===== src/rtl/core/qbf_pkg.sv =====
// Package for the quadratic Bezier flattener: widths, types and command structs.
package qbf_pkg;

  localparam int COORD_W   = 24;
  localparam int IDX_W     = 6;
  localparam int NUM_LANES = 2;
  localparam int NUM_OPS   = 3;
  localparam int WGT_W     = 2 * IDX_W;
  localparam int DEN_W     = 2 * IDX_W;
  localparam int PROD_W    = WGT_W + COORD_W;
  localparam int ACC_W     = PROD_W;
  localparam int REM_W     = ACC_W + 2;
  localparam int DV_W      = DEN_W + 1 + COORD_W - 1;
  localparam int DIV_STEPS = COORD_W;
  localparam int CNT_W     = $clog2(DIV_STEPS);
  localparam int MAC_LAST  = NUM_OPS;

  localparam logic [IDX_W-1:0]   SEG_RESET  = IDX_W'(10);
  localparam logic [COORD_W-1:0] COORD_BIAS = {1'b1, {(COORD_W-1){1'b0}}};

  typedef logic [COORD_W-1:0] coord_t;
  typedef logic [IDX_W-1:0]   idx_t;
  typedef logic [WGT_W-1:0]   wgt_t;

  // Operand select for the multiply-accumulate pass.
  typedef enum logic [1:0] {
    OP_START = 2'd0,
    OP_CTRL  = 2'd1,
    OP_END   = 2'd2
  } qbf_op_e;

  typedef struct packed {
    logic    load;
    logic    wgt;
    logic    mul;
    qbf_op_e sel;
    logic    acc;
    logic    div_init;
    logic    div_step;
    logic    next_pt;
  } qbf_cmd_t;

  typedef struct packed {
    logic last;
  } qbf_stat_t;

endpackage


===== src/rtl/core/qbf_ctrl.sv =====
// Sequencer for the flattener: steps the datapath through weights, MAC, divide and output.
module qbf_ctrl import qbf_pkg::*; (
  input  logic      clk_i,
  input  logic      rst_ni,
  input  logic      in_valid_i,
  output logic      in_ready_o,
  output logic      out_valid_o,
  input  logic      out_ready_i,
  input  qbf_stat_t stat_i,
  output qbf_cmd_t  cmd_o
);

  typedef enum logic [2:0] {
    ST_IDLE,
    ST_WGT,
    ST_MAC,
    ST_PREP,
    ST_DIV,
    ST_OUT
  } state_e;

  state_e           state_q, state_d;
  logic [CNT_W-1:0] cnt_q, cnt_d;

  always_comb begin
    state_d = state_q;
    cnt_d   = cnt_q;
    cmd_o   = '0;
    cmd_o.sel = OP_START;
    unique case (state_q)
      ST_IDLE: begin
        if (in_valid_i) begin
          cmd_o.load = 1'b1;
          state_d    = ST_WGT;
        end
      end
      ST_WGT: begin
        cmd_o.wgt = 1'b1;
        cnt_d     = '0;
        state_d   = ST_MAC;
      end
      ST_MAC: begin
        // Multiply in counts 0..2, accumulate the registered product in counts 1..3.
        cmd_o.mul = (cnt_q < CNT_W'(NUM_OPS));
        cmd_o.acc = (cnt_q != '0);
        case (cnt_q)
          CNT_W'(0): cmd_o.sel = OP_START;
          CNT_W'(1): cmd_o.sel = OP_CTRL;
          default:   cmd_o.sel = OP_END;
        endcase
        cnt_d = cnt_q + 1'b1;
        if (cnt_q == CNT_W'(MAC_LAST)) begin
          state_d = ST_PREP;
        end
      end
      ST_PREP: begin
        cmd_o.div_init = 1'b1;
        cnt_d          = '0;
        state_d        = ST_DIV;
      end
      ST_DIV: begin
        cmd_o.div_step = 1'b1;
        cnt_d          = cnt_q + 1'b1;
        if (cnt_q == CNT_W'(DIV_STEPS - 1)) begin
          state_d = ST_OUT;
        end
      end
      ST_OUT: begin
        if (out_ready_i) begin
          if (stat_i.last) begin
            state_d = ST_IDLE;
          end else begin
            cmd_o.next_pt = 1'b1;
            state_d       = ST_WGT;
          end
        end
      end
      default: state_d = ST_IDLE;
    endcase
  end

  always_ff @(posedge clk_i or negedge rst_ni) begin
    if (!rst_ni) begin
      state_q <= ST_IDLE;
      cnt_q   <= '0;
    end else begin
      state_q <= state_d;
      cnt_q   <= cnt_d;
    end
  end

  assign in_ready_o  = (state_q == ST_IDLE);
  assign out_valid_o = (state_q == ST_OUT);

endmodule


===== config.mk =====
export PLATFORM = sky130hd
export DESIGN_NAME = qbf_ctrl
export DESIGN_NICKNAME = d
export VERILOG_FILES = /design/src/rtl/core/qbf_pkg.sv /design/src/rtl/core/qbf_ctrl.sv
export SDC_FILE = /design/constraint.sdc
export NUM_CORES = 1
export LEC_CHECK = 0
export BUFFER_PORTS_ARGS = -buffer_cell sky130_fd_sc_hd__buf_4
export CORE_AREA = 2 2 39 41
export CTS_BUF_LIST = sky130_fd_sc_hd__clkbuf_4
export CTS_CLUSTER_DIAMETER = 100
export DETAILED_ROUTE_END_ITERATION = 10
export DIE_AREA = 0 0 41 43
export PLACE_DENSITY = 0.73
export SLEW_MARGIN = 20
export SYNTH_ARGS = -nofsm -noshare
export SYNTH_HDL_FRONTEND = slang
export SYNTH_SLANG_ARGS = --single-unit

===== constraint.sdc =====
create_clock -name clk_i -period 2.7 [get_ports clk_i]
set_clock_uncertainty 0.15 [all_clocks]
set_input_delay 0.27 -clock clk_i [delete_from_list [all_inputs] [get_ports clk_i]]
set_output_delay 0.27 -clock clk_i [all_outputs]
set_load 0.02 [all_outputs]

==> results_dict.tcl <==
set metrics [dict create \
    crit_family "simple AND/OR/NAND/NOR gates" \
    final_layout_size_suffix_gt1_frac 0.220 \
    overflow 0 \
    hold_slack_ns 0.180 \
    finalCritPeriodShare 0.782 \
    fmax_mhz 473 \
    place_area_um2 751 \
    hold_violations 0 \
    dp_cells 103 \
    drt_first_pass_iters 4 \
    cts_buffer_depth 2 \
    synthCells 78 \
    cp-end-kind "output port" \
    finalPower_uw 851 \
    num_vias 596 \
    antenna_found_initial 0 \
    hold_class "in -> reg" \
    worstPathCellList "nor3_1 > o21ai_0 > and2_1 > buf_4" \
    final_util 0.566 \
    clk_latency_ns 0.26 \
    final_nets 101 \
    avgSynthCellArea_um2 8.37 \
    gp_congestion 0.752 \
    drc 0 \
    stdcell_area_um2 783 \
    postCtsSetupBuffers 0 \
    syn2layout_area_growth_pct 19.9 \
    synth-seq-cells 8 \
    async_reset_ff_frac 1.00 \
    die_y_um 43 \
    critPathMaxFanout 8 \
    coreArea_mm2 0.00138 \
    outcome "finished clean" \
    rows 14 \
    start_util 0.472 \
    fin_tns_setup_ns 0 \
    grt_max_degree 19 \
    critPathRequiredTime_ns 2.28 \
    crit_type "reg -> out" \
    clk_pin_slew_ns 0.06 \
    die-area_mm2 0.00176 \
    antennaDiodeCount 0 \
    port_buffers 15 \
    drt_iter0_markers 8 \
    root_buffer "clkbuf_4" \
    grtUsageTotal 0.177 \
    ir_worst_vdd_v 0.000650 \
    yosysWarnings 0 \
    cts_made_buffers 3 \
    cts.sinks 8 \
    synthFlopType "dfrtp_1" \
    synth_fp_nets 86 \
    ant_nets 0 \
    synth_cell_types 35 \
    routed_wl_mm 1.36 \
    fill_cells 131 \
    setup_viol 0 \
    worstMarginPinSlew_ns 0.531 \
    ios 16 \
    slowest_delay_ns 0.48 \
    synth_seq_area_share 0.307 \
    critPathLaunchType "register" \
    p_leak_nw 0.358 \
    path_buf_inv 1 \
    synth.cell_area_um2 653 \
    instances_no_fill 107 \
    powerDensity_mw_per_mm2 1090 \
    finalWorstSetupSlack_ns 0.588 \
    post-dp-hpwl_um 997 \
    die_x_um 41 \
    slowest_stage "nor3_1" \
    cts_tree "built" \
    synth-edff-count 0 \
    maxCapViolCount 0 \
    wl_per_cell_um 12.7 \
    fin_crit_ns 2.11 \
    grt_pass1_vias 510 \
    rsz0062_at_grt "false" \
    vias_per_cell 5.57 \
    dp_slack_ns 0.891 \
    slew_headroom 0.644 \
    worstPathArrival_ns 1.69 \
    finalMaxSlewViolations 0 \
    grt_pass1_wl_mm 2.15 \
    cts_max_level 1 \
]
==> final timing paths <==
| check | from | to | slack [ns] | cells past startpoint |
|---|---|---|---|---|
| min | out_ready_i | state_q[2] | 0.18 | 3 |
| max in group asynchronous | rst_ni | state_q[2] | 2.06 | 2 |
| max reg2reg | cnt_q[0] | cnt_q[4] | 0.93 | 4 |
| min reg2reg | cnt_q[2] | cnt_q[2] | 0.45 | 2 |
| max | cnt_q[3] | cmd_o[5] | 0.59 | 4 |
| min in group asynchronous | rst_ni | cnt_q[3] | 0.21 | 2 |
==> cells by family (layout without fill, tap and decap cells) <==
logic type / count (synthesis) / after routing / share of synthesized area
compound gates: 21 / 21 / 0.218
xor+xnor: 2 / 2 / 0.0268
fa+ha+maj: 3 / 3 / 0.0575
buf+inv: 9 / 22 / 0.0709
flops: 8 / 8 / 0.307
mux: 1 / 1 / 0.0153
simple gates: 34 / 34 / 0.305
==> power by group <==
part / leakage (nW) / internal (mW) / switching [mW]
logic: 0.243 / 0.221 / 0.235
clock network: 0.0138 / 0.0509 / 0.0417
registers: 0.102 / 0.170 / 0.132
==> layer usage <==
| metal | GRT usage | vias up | part of all wire |
|---|---|---|---|
| li1 | - | 303 | - |
| met5 | 0 | - | 0 |
| met1 | 0.227 | 270 | 0.44 |
| met4 | 0.0600 | 0 | 0.011 |
| met3 | 0.0628 | 4 | 0.054 |
| met2 | 0.266 | 19 | 0.49 |
==> final cells by class <==
cell class	instances	area, um2	share of cell area
timing repair buffer	16	123	0.157
tap	16	20.0	0.0256
multi-input combinational	61	407	0.519
clock buffer	3	22.5	0.0288
inverter	3	11.3	0.0144
sequential	8	200	0.256
==> flip-flops by register name, indices dropped and copies added (netlist names) <==
name     flops
state_q      3
cnt_q        5
==> cell usage after synthesis, types with 2 or more instances <==
cell type | count | area, um2
o21ai_0 | 7 | 35.0
a22oi_1 | 4 | 30.0
nand2b_1 | 2 | 12.5
nand2_1 | 8 | 30.0
buf_2 | 4 | 20.0
o211ai_1 | 2 | 15.0
nor2_1 | 3 | 11.3
dfrtp_1 | 8 | 200
inv_1 | 3 | 11.3
and2b_1 | 2 | 15.0
and2_1 | 4 | 25.0
nor2b_1 | 3 | 18.8
ha_1 | 3 | 37.5
nand3_1 | 2 | 10.0
nor3_1 | 3 | 15.0
==> tightest hold or removal path, stage by stage <==
cell and delay, ns:
buf_4 0.11, nand2_1 0.06, a21o_1 0.10
==> cells in the final DEF, fill, tap and decap left out, types with 2 or more instances in the layout <==
cell	synthesis	final
o21ai_0	7	7
buf_4	0	15
and2b_1	2	2
o211ai_1	2	2
inv_1	3	3
nand2b_1	2	2
nor2b_1	3	3
clkbuf_4	0	3
nand2_1	8	8
nor2_1	3	3
nand3_1	2	2
and2_1	4	4
ha_1	3	3
dfrtp_1	8	8
nor3_1	3	3
a22oi_1	4	4
==> timing repair <==
item,4_1_cts,5_1_grt
hold buffers,1,0
endpoints found under the hold margin,8,0
gates resized for setup,0,0
Power figures use the tool's default switching activity.
